File: config.mk
export PLATFORM = sky130hd
export DESIGN_NAME = periodic_task_dispatcher_top_flat
export DESIGN_NICKNAME = d
export VERILOG_FILES = /design/src/rtl/ptd_pkg.sv /design/src/rtl/ptd_in_if.sv /design/src/rtl/ptd_out_if.sv /design/src/rtl/ptd_cell.sv /design/src/rtl/periodic_task_dispatcher_top.sv /design/src/flat_wrapper.sv
export SDC_FILE = /design/constraint.sdc
export NUM_CORES = 1
export LEC_CHECK = 0
export ABC_AREA = 1
export ABC_CLOCK_PERIOD_IN_PS = 2400
export BUFFER_PORTS_ARGS = -buffer_cell sky130_fd_sc_hd__buf_4
export CELL_PAD_IN_SITES_DETAIL_PLACEMENT = 1
export CELL_PAD_IN_SITES_GLOBAL_PLACEMENT = 1
export CORE_ASPECT_RATIO = 0.6
export CORE_UTILIZATION = 35
export CTS_CLUSTER_DIAMETER = 200
export DETAILED_ROUTE_END_ITERATION = 12
export PLACE_DENSITY = 0.6
export RECOVER_POWER = 100
export SETUP_SLACK_MARGIN = 0.3
export SYNTH_ARGS = -nofsm -noshare
export SYNTH_HDL_FRONTEND = slang
export SYNTH_SLANG_ARGS = --single-unit
File: constraint.sdc
create_clock -name clk_i -period 2.4 [get_ports clk_i]
set_input_delay 0.24 -clock clk_i [delete_from_list [all_inputs] [get_ports clk_i]]
set_output_delay 0.24 -clock clk_i [all_outputs]
set_load 0.05 [all_outputs]
File: src/rtl/ptd_pkg.sv
// Package for the periodic task dispatcher: operation codes and the per-cell
// control struct. No dependencies.
`timescale 1ns / 1ps

package ptd_pkg;

  typedef enum logic [1:0] {
    OP_TICK = 2'd0,
    OP_POLL = 2'd1,
    OP_ADD  = 2'd2,
    OP_NONE = 2'd3
  } op_e;

  // Control handed to each slot cell for one accepted beat.
  typedef struct packed {
    logic tick;    // decrement enabled countdown
    logic poll;    // clear ready flag if this cell wins
    logic load;    // add addressed to this cell
    logic enable;  // slot_enable of the add beat
  } cell_ctl_t;

endpackage

File: src/rtl/ptd_in_if.sv
// Input channel of the periodic task dispatcher: valid/ready plus one item.
// Depends on nothing.
`timescale 1ns / 1ps

interface ptd_in_if;
  logic        valid;
  logic        ready;
  logic [1:0]  operation;
  logic [2:0]  slot_index;
  logic [15:0] period_ticks;
  logic        slot_enable;

  modport source (output valid, output operation, output slot_index,
                  output period_ticks, output slot_enable, input ready);
  modport sink   (input valid, input operation, input slot_index,
                  input period_ticks, input slot_enable, output ready);
endinterface

File: src/rtl/ptd_out_if.sv
// Result channel of the periodic task dispatcher: valid/ready plus one result.
// Depends on nothing.
`timescale 1ns / 1ps

interface ptd_out_if;
  logic       valid;
  logic       ready;
  logic       run_valid;
  logic [2:0] run_slot;
  logic [7:0] ready_mask;

  modport source (output valid, output run_valid, output run_slot,
                  output ready_mask, input ready);
  modport sink   (input valid, input run_valid, input run_slot,
                  input ready_mask, output ready);
endinterface

File: src/rtl/ptd_cell.sv
// One task slot: countdown, period, enable and ready flag.
// Depends on ptd_pkg. Chained through taken_i/taken_o for poll priority.
`timescale 1ns / 1ps

module ptd_cell import ptd_pkg::*; #(
  parameter int PERIOD_BITS = 16
) (
  input  logic                   clk_i,
  input  logic                   rst_ni,
  input  cell_ctl_t              ctl_i,
  input  logic [PERIOD_BITS-1:0] period_i,
  input  logic                   taken_i,
  output logic                   taken_o,
  output logic                   grant_o,
  output logic                   ready_d_o
);

  logic [PERIOD_BITS-1:0] cnt_q, cnt_d, per_q, per_d, cnt_dec;
  logic                   en_q, en_d, rdy_q, rdy_d;

  // a higher-priority cell already holds a ready flag
  assign grant_o   = rdy_q & ~taken_i;
  assign taken_o   = taken_i | rdy_q;
  assign ready_d_o = rdy_d;
  assign cnt_dec   = cnt_q - PERIOD_BITS'(1);

  always_comb begin
    cnt_d = cnt_q;
    per_d = per_q;
    en_d  = en_q;
    rdy_d = rdy_q;
    if (ctl_i.load) begin
      per_d = period_i;
      cnt_d = period_i;
      rdy_d = 1'b0;
      en_d  = ctl_i.enable & (|period_i);
    end else if (ctl_i.tick && en_q) begin
      if (cnt_dec == '0) begin
        rdy_d = 1'b1;
        cnt_d = per_q;
      end else begin
        cnt_d = cnt_dec;
      end
    end else if (ctl_i.poll && grant_o) begin
      rdy_d = 1'b0;
    end
  end

  always_ff @(posedge clk_i or negedge rst_ni) begin
    if (!rst_ni) begin
      cnt_q <= '0;
      per_q <= '0;
      en_q  <= 1'b0;
      rdy_q <= 1'b0;
    end else begin
      cnt_q <= cnt_d;
      per_q <= per_d;
      en_q  <= en_d;
      rdy_q <= rdy_d;
    end
  end

endmodule

File: src/rtl/periodic_task_dispatcher_top.sv
// Periodic task dispatcher: row of slot cells, poll priority ripples 0 -> N-1.
// The result beat is registered and follows in the cycle after the item beat. One item
// per cycle while out_o.ready is not held low; all cells update in parallel on accept.
// The result register frees in the cycle its beat is taken.
// Reset (rst_ni low, async) clears every slot: no task enabled, none ready.
// Depends on ptd_pkg, ptd_in_if, ptd_out_if, ptd_cell.
`timescale 1ns / 1ps

module periodic_task_dispatcher_top import ptd_pkg::*; #(
  parameter int NUM_SLOTS   = 8,
  parameter int PERIOD_BITS = 16
) (
  input  logic      clk_i,
  input  logic      rst_ni,
  ptd_in_if.sink    in_i,
  ptd_out_if.source out_o
);

  localparam int IdxW = (NUM_SLOTS > 1) ? $clog2(NUM_SLOTS) : 1;

  logic                   accept;
  op_e                    op;
  logic [PERIOD_BITS+15:0] per_ext;
  logic [PERIOD_BITS-1:0] period;
  logic [NUM_SLOTS:0]     taken;
  logic [NUM_SLOTS-1:0]   grant, ready_d;
  logic [NUM_SLOTS+7:0]   ready_pad;
  logic [IdxW-1:0]        idx;
  logic [31:0]            idx_ext;
  logic                   is_poll;

  logic       out_valid_q, run_valid_q;
  logic [2:0] run_slot_q;
  logic [7:0] ready_mask_q;

  assign in_i.ready = ~out_valid_q | out_o.ready;
  assign accept     = in_i.valid & in_i.ready;
  assign op         = op_e'(in_i.operation);
  assign per_ext    = {{PERIOD_BITS{1'b0}}, in_i.period_ticks};
  assign period     = per_ext[PERIOD_BITS-1:0];
  assign is_poll    = (op == OP_POLL);
  assign taken[0]   = 1'b0;

  for (genvar i = 0; i < NUM_SLOTS; i++) begin : g_cell
    cell_ctl_t ctl;
    assign ctl.tick   = accept & (op == OP_TICK);
    assign ctl.poll   = accept & is_poll;
    assign ctl.load   = accept & (op == OP_ADD) & (32'(in_i.slot_index) == i);
    assign ctl.enable = in_i.slot_enable;

    ptd_cell #(.PERIOD_BITS(PERIOD_BITS)) u_cell (
      .clk_i     (clk_i),
      .rst_ni    (rst_ni),
      .ctl_i     (ctl),
      .period_i  (period),
      .taken_i   (taken[i]),
      .taken_o   (taken[i+1]),
      .grant_o   (grant[i]),
      .ready_d_o (ready_d[i])
    );
  end

  // grant is one-hot or zero, so OR of the indexes encodes it
  always_comb begin
    idx = '0;
    for (int i = 0; i < NUM_SLOTS; i++) begin
      if (grant[i]) idx = idx | IdxW'(i);
    end
  end

  assign idx_ext   = 32'(idx);
  assign ready_pad = {8'h00, ready_d};

  always_ff @(posedge clk_i or negedge rst_ni) begin
    if (!rst_ni) begin
      out_valid_q <= 1'b0;
    end else if (accept) begin
      out_valid_q <= 1'b1;
    end else if (out_o.ready) begin
      out_valid_q <= 1'b0;
    end
  end

  always_ff @(posedge clk_i) begin
    if (accept) begin
      run_valid_q  <= is_poll & (|grant);
      run_slot_q   <= (is_poll & (|grant)) ? idx_ext[2:0] : 3'd0;
      ready_mask_q <= ready_pad[7:0];
    end
  end

  assign out_o.valid      = out_valid_q;
  assign out_o.run_valid  = run_valid_q;
  assign out_o.run_slot   = run_slot_q;
  assign out_o.ready_mask = ready_mask_q;

endmodule
File: src/flat_wrapper.sv
// flat-port wrapper written by rule: the top's interface ports become plain ports
module periodic_task_dispatcher_top_flat import ptd_pkg::*;
#(
  parameter int NUM_SLOTS   = 8,
  parameter int PERIOD_BITS = 16
)
  (clk_i, rst_ni, in_i_valid, in_i_operation, in_i_slot_index, in_i_period_ticks, in_i_slot_enable, in_i_ready, out_o_valid, out_o_run_valid, out_o_run_slot, out_o_ready_mask, out_o_ready);
  ptd_in_if in_i_i ();
  ptd_out_if out_o_i ();
  input  logic clk_i;
  input  logic rst_ni;
  input wire logic [$bits(in_i_i.valid)-1:0] in_i_valid;
  input wire logic [$bits(in_i_i.operation)-1:0] in_i_operation;
  input wire logic [$bits(in_i_i.slot_index)-1:0] in_i_slot_index;
  input wire logic [$bits(in_i_i.period_ticks)-1:0] in_i_period_ticks;
  input wire logic [$bits(in_i_i.slot_enable)-1:0] in_i_slot_enable;
  output wire logic [$bits(in_i_i.ready)-1:0] in_i_ready;
  output wire logic [$bits(out_o_i.valid)-1:0] out_o_valid;
  output wire logic [$bits(out_o_i.run_valid)-1:0] out_o_run_valid;
  output wire logic [$bits(out_o_i.run_slot)-1:0] out_o_run_slot;
  output wire logic [$bits(out_o_i.ready_mask)-1:0] out_o_ready_mask;
  input wire logic [$bits(out_o_i.ready)-1:0] out_o_ready;
  assign in_i_i.valid = in_i_valid;
  assign in_i_i.operation = in_i_operation;
  assign in_i_i.slot_index = in_i_slot_index;
  assign in_i_i.period_ticks = in_i_period_ticks;
  assign in_i_i.slot_enable = in_i_slot_enable;
  assign in_i_ready = in_i_i.ready;
  assign out_o_valid = out_o_i.valid;
  assign out_o_run_valid = out_o_i.run_valid;
  assign out_o_run_slot = out_o_i.run_slot;
  assign out_o_ready_mask = out_o_i.ready_mask;
  assign out_o_i.ready = out_o_ready;
  periodic_task_dispatcher_top #(.NUM_SLOTS(NUM_SLOTS), .PERIOD_BITS(PERIOD_BITS)) u_core (.clk_i(clk_i), .rst_ni(rst_ni), .in_i(in_i_i), .out_o(out_o_i));
endmodule
==> flow_summary.ini <==
[floorplan]
die-height_um = 175.2
ios = 40
die_w_um = 290.7
core-area_um2 = 49340
start_util_pct = 35.47
fp-row-count = 63
die_area_um2 = 50940

[detailed_routing]
vias = 17980
post-route-drc-count = 0
avgViaCountPerCell = 5.142
routedWlPerCell_um = 19.89
drt_iter0_drc = 1084
ant_nets = 0
drtPass1Iterations = 5
wl_um = 69570

[global_routing]
antenna_found_initial = 1
overflow = 0
grt_pass1_vias = 17690
grt_pass1_wl_um = 105300
grt_max_degree = 54
track_usage_pct = 26.61

[timing]
hold_viol = 0
finalCriticalPeriod_ns = 2.257
slew_headroom_pct = -3.405
maxSlewViolCount = 44
setup_viol = 0
fmax_ghz = 0.4430
clock_skew_ns = 0.01701
worstMarginPinSlew_ns = 1.551
period_share_pct = 94.05
rsz0062_at_grt = true

[final_layout]
layout_common_cells = nand2_1, inv_1, dfrtp_1, nand3_1, o21ai_0
n_antenna_cell = 0
area_growth_pct = 29.93
finish.net_count = 2864
nFillCells = 6197
final_util_pct = 46.09
final_area_um2 = 22740
layout.cells.most_common = nand2_1
drive_gt1_share_pct = 22.76

[power]
power_density_nw_per_um2 = 1124
intPower_mw = 14.04
ir_worst_vdd_uv = 461.0
p_sw_share_pct = 45.09
switchingPower_mw = 11.53
p_seq_share_pct = 32.2
clkPwrFrac_pct = 20.9
combPwrFrac_pct = 46.9
power.leakage_nw = 11.32

[synthesis]
synth_ff_type = dfrtp_1
synth.distinct_cells = 40
post_synth_inst_count = 2625
synth.cell_area_um2 = 17500
ys_warn_count = 0
avgSynthCellArea_um2 = 6.668
yosysSeqAreaShare_pct = 41.09
synth_edf_count = 12
syn_nets = 2667
async_flop_share_pct = 95.79
synth_seq_cells = 285

[place]
place_hpwl_um = 47460
place_congestion = 0.8894
portBuffers = 39
placed_cell_area_um2 = 19050

[clock_tree]
clk_path_buf_depth = 3
cts_sinks = 285
clk_latency_ns = 0.54
cts_tree = built
h-tree-depth = 2
cts_buffers = 35
cts_root_buffer = clkbuf_16
clk_pin_slew_ns = 0.06

[worst_setup_path]
critPathKind = reg -> reg
worst-path-max-fanout = 5
slowest_stage = dfrtp_1
crit_path_end_kind = register
cp-start-kind = register
worst-r2r-setup-slack_ns = 0.14
crit_family = simple AND/OR/NAND/NOR gates
required_ns = 2.73
max_stage_delay_ns = 0.38
worstPathCellList = inv_2 -> ha_4 -> nand2_4 -> nor2_4 -> buf_4 -> nand2_1 -> nand2_2 -> nor2_2 -> nand3_1 -> nor2_4 -> buf_12 -> buf_12 -> nand3_2 -> a21oi_1
cp_num_buf_inv = 4
critPathArrivalTime_ns = 2.59

[hold_path]
hold_class = in -> reg

[run_status]
status = finished with violations
violations = capacitance limit, slew limit

[run]
max_cap_violations = 1
-- synthesized netlist by cell type, types with 7 or more instances --
library cell	count	area (µm²)
dfrtp_1	273	6832
ha_1	16	200.2
o21ai_1	15	75.07
buf_6	7	78.83
nand4_1	11	68.82
nand3_1	287	1436
inv_2	7	26.28
nor2_1	232	870.8
nand2_2	11	68.82
clkinv_1	7	26.28
xor2_1	10	87.58
a21oi_1	29	145.1
nand2_1	863	3239
nand3b_1	24	180.2
inv_1	450	1689
clkbuf_1	30	112.6
buf_4	10	75.07
o22ai_1	13	81.33
edfxtp_1	12	360.4
nor2_2	16	100.1
o21ai_0	219	1096
nor2_4	12	135.1
buf_2	23	115.1
-- what timing repair did --
| item | CTS | global route |
|---|---|---|
| hold buffers | 3 | 0 |
| endpoints found under the hold margin | 42 | 0 |
| pin swaps | 27 | 160 |
| cloned | 1 | 6 |
| gates resized for setup | 135 | 381 |
| setup buffers | 27 | 67 |
| endpoints found under the setup margin | 154 | 145 |
-- per-stage QoR --
step                instances  TNS [ns]  setup slack [ns]  hold WS, ns  total power [mW]
finish                   3497         0            0.1429       0.1096             25.56
CTS                      3424         0            0.3000      0.08699             23.25
floorplan                2625         0            0.3386     -0.05559             13.79
global placement         3331         0           0.04864       0.2063             16.56
global route             3497         0           0.07006      0.09630             27.48
detailed placement       3331  -0.02729          -0.01308       0.2088             16.85
-- tightest hold or removal path, stage by stage --
cell and delay, ns:
buf_4 0.21, nand2_1 0.10, nand2_1 0.04
-- power by group through the flow --
stage | sequential, mW | clock [mW] | combinational, mW
floorplan | 7.45 | 0 | 6.34
detailed placement | 7.89 | 0 | 8.96
CTS | 7.91 | 5.50 | 9.85
global route | 8.41 | 5.69 | 13.4
global placement | 7.88 | 0 | 8.68
finish | 8.23 | 5.35 | 12.0
-- cell type report --
class	instances	area (µm²)	area share [%]
Clock inverter	9	73.82	0.3246
Multi-Input combinational cell	1802	9694	42.63
Clock buffer	53	1046	4.599
Sequential cell	285	7231	31.79
Inverter	464	1754	7.713
Timing Repair Buffer	234	2130	9.364
Tap cell	650	813.3	3.576
-- registers in the layout, indices dropped and copies added (netlist names) --
register and cells:
u_core.g_cell.u_cell.cnt_q 128, u_core.g_cell.u_cell.en_q 8, u_core.g_cell.u_cell.per_q 128, u_core.g_cell.u_cell.rdy_q 8, u_core.out_o.ready_mask 8, u_core.out_o.run_slot 3, u_core.out_o.run_valid 1, u_core.out_o.valid 1
-- path summary, 6_finish.rpt --
check,from,end,cells after the start
max,u_core.g_cell[6].u_cell.cnt_q[1],u_core.out_o.ready_mask[6],14
min,in_i_period_ticks[15],u_core.g_cell[3].u_cell.per_q[15],3
max reg2reg,u_core.g_cell[6].u_cell.cnt_q[1],u_core.out_o.ready_mask[6],14
min reg2reg,u_core.g_cell[3].u_cell.per_q[15],u_core.g_cell[3].u_cell.per_q[15],2
max in group asynchronous,rst_ni,u_core.g_cell[4].u_cell.cnt_q[14],3
min in group asynchronous,rst_ni,u_core.g_cell[2].u_cell.cnt_q[5],2
-- cell families after synthesis --
family	after synthesis	synth area share, %
DFF	285	41.09
AOI/OAI and AO/OA	280	8.178
and+or+nand+nor	1487	36.48
buffers and inverters	541	12.31
adders and majority gates	16	1.144
xor gates and xnor gates	16	0.8006
-- layer usage --
metal  global-route usage, %  up-vias  wire length [µm]
met5                       0        -                13
li1                        -     8556                 -
met4                   5.225        2              1349
met1                   42.21     8986             36340
met2                   38.15      355             28970
met3                   3.154       84              2900
Note: power is estimated with default switching activity, not from simulation.
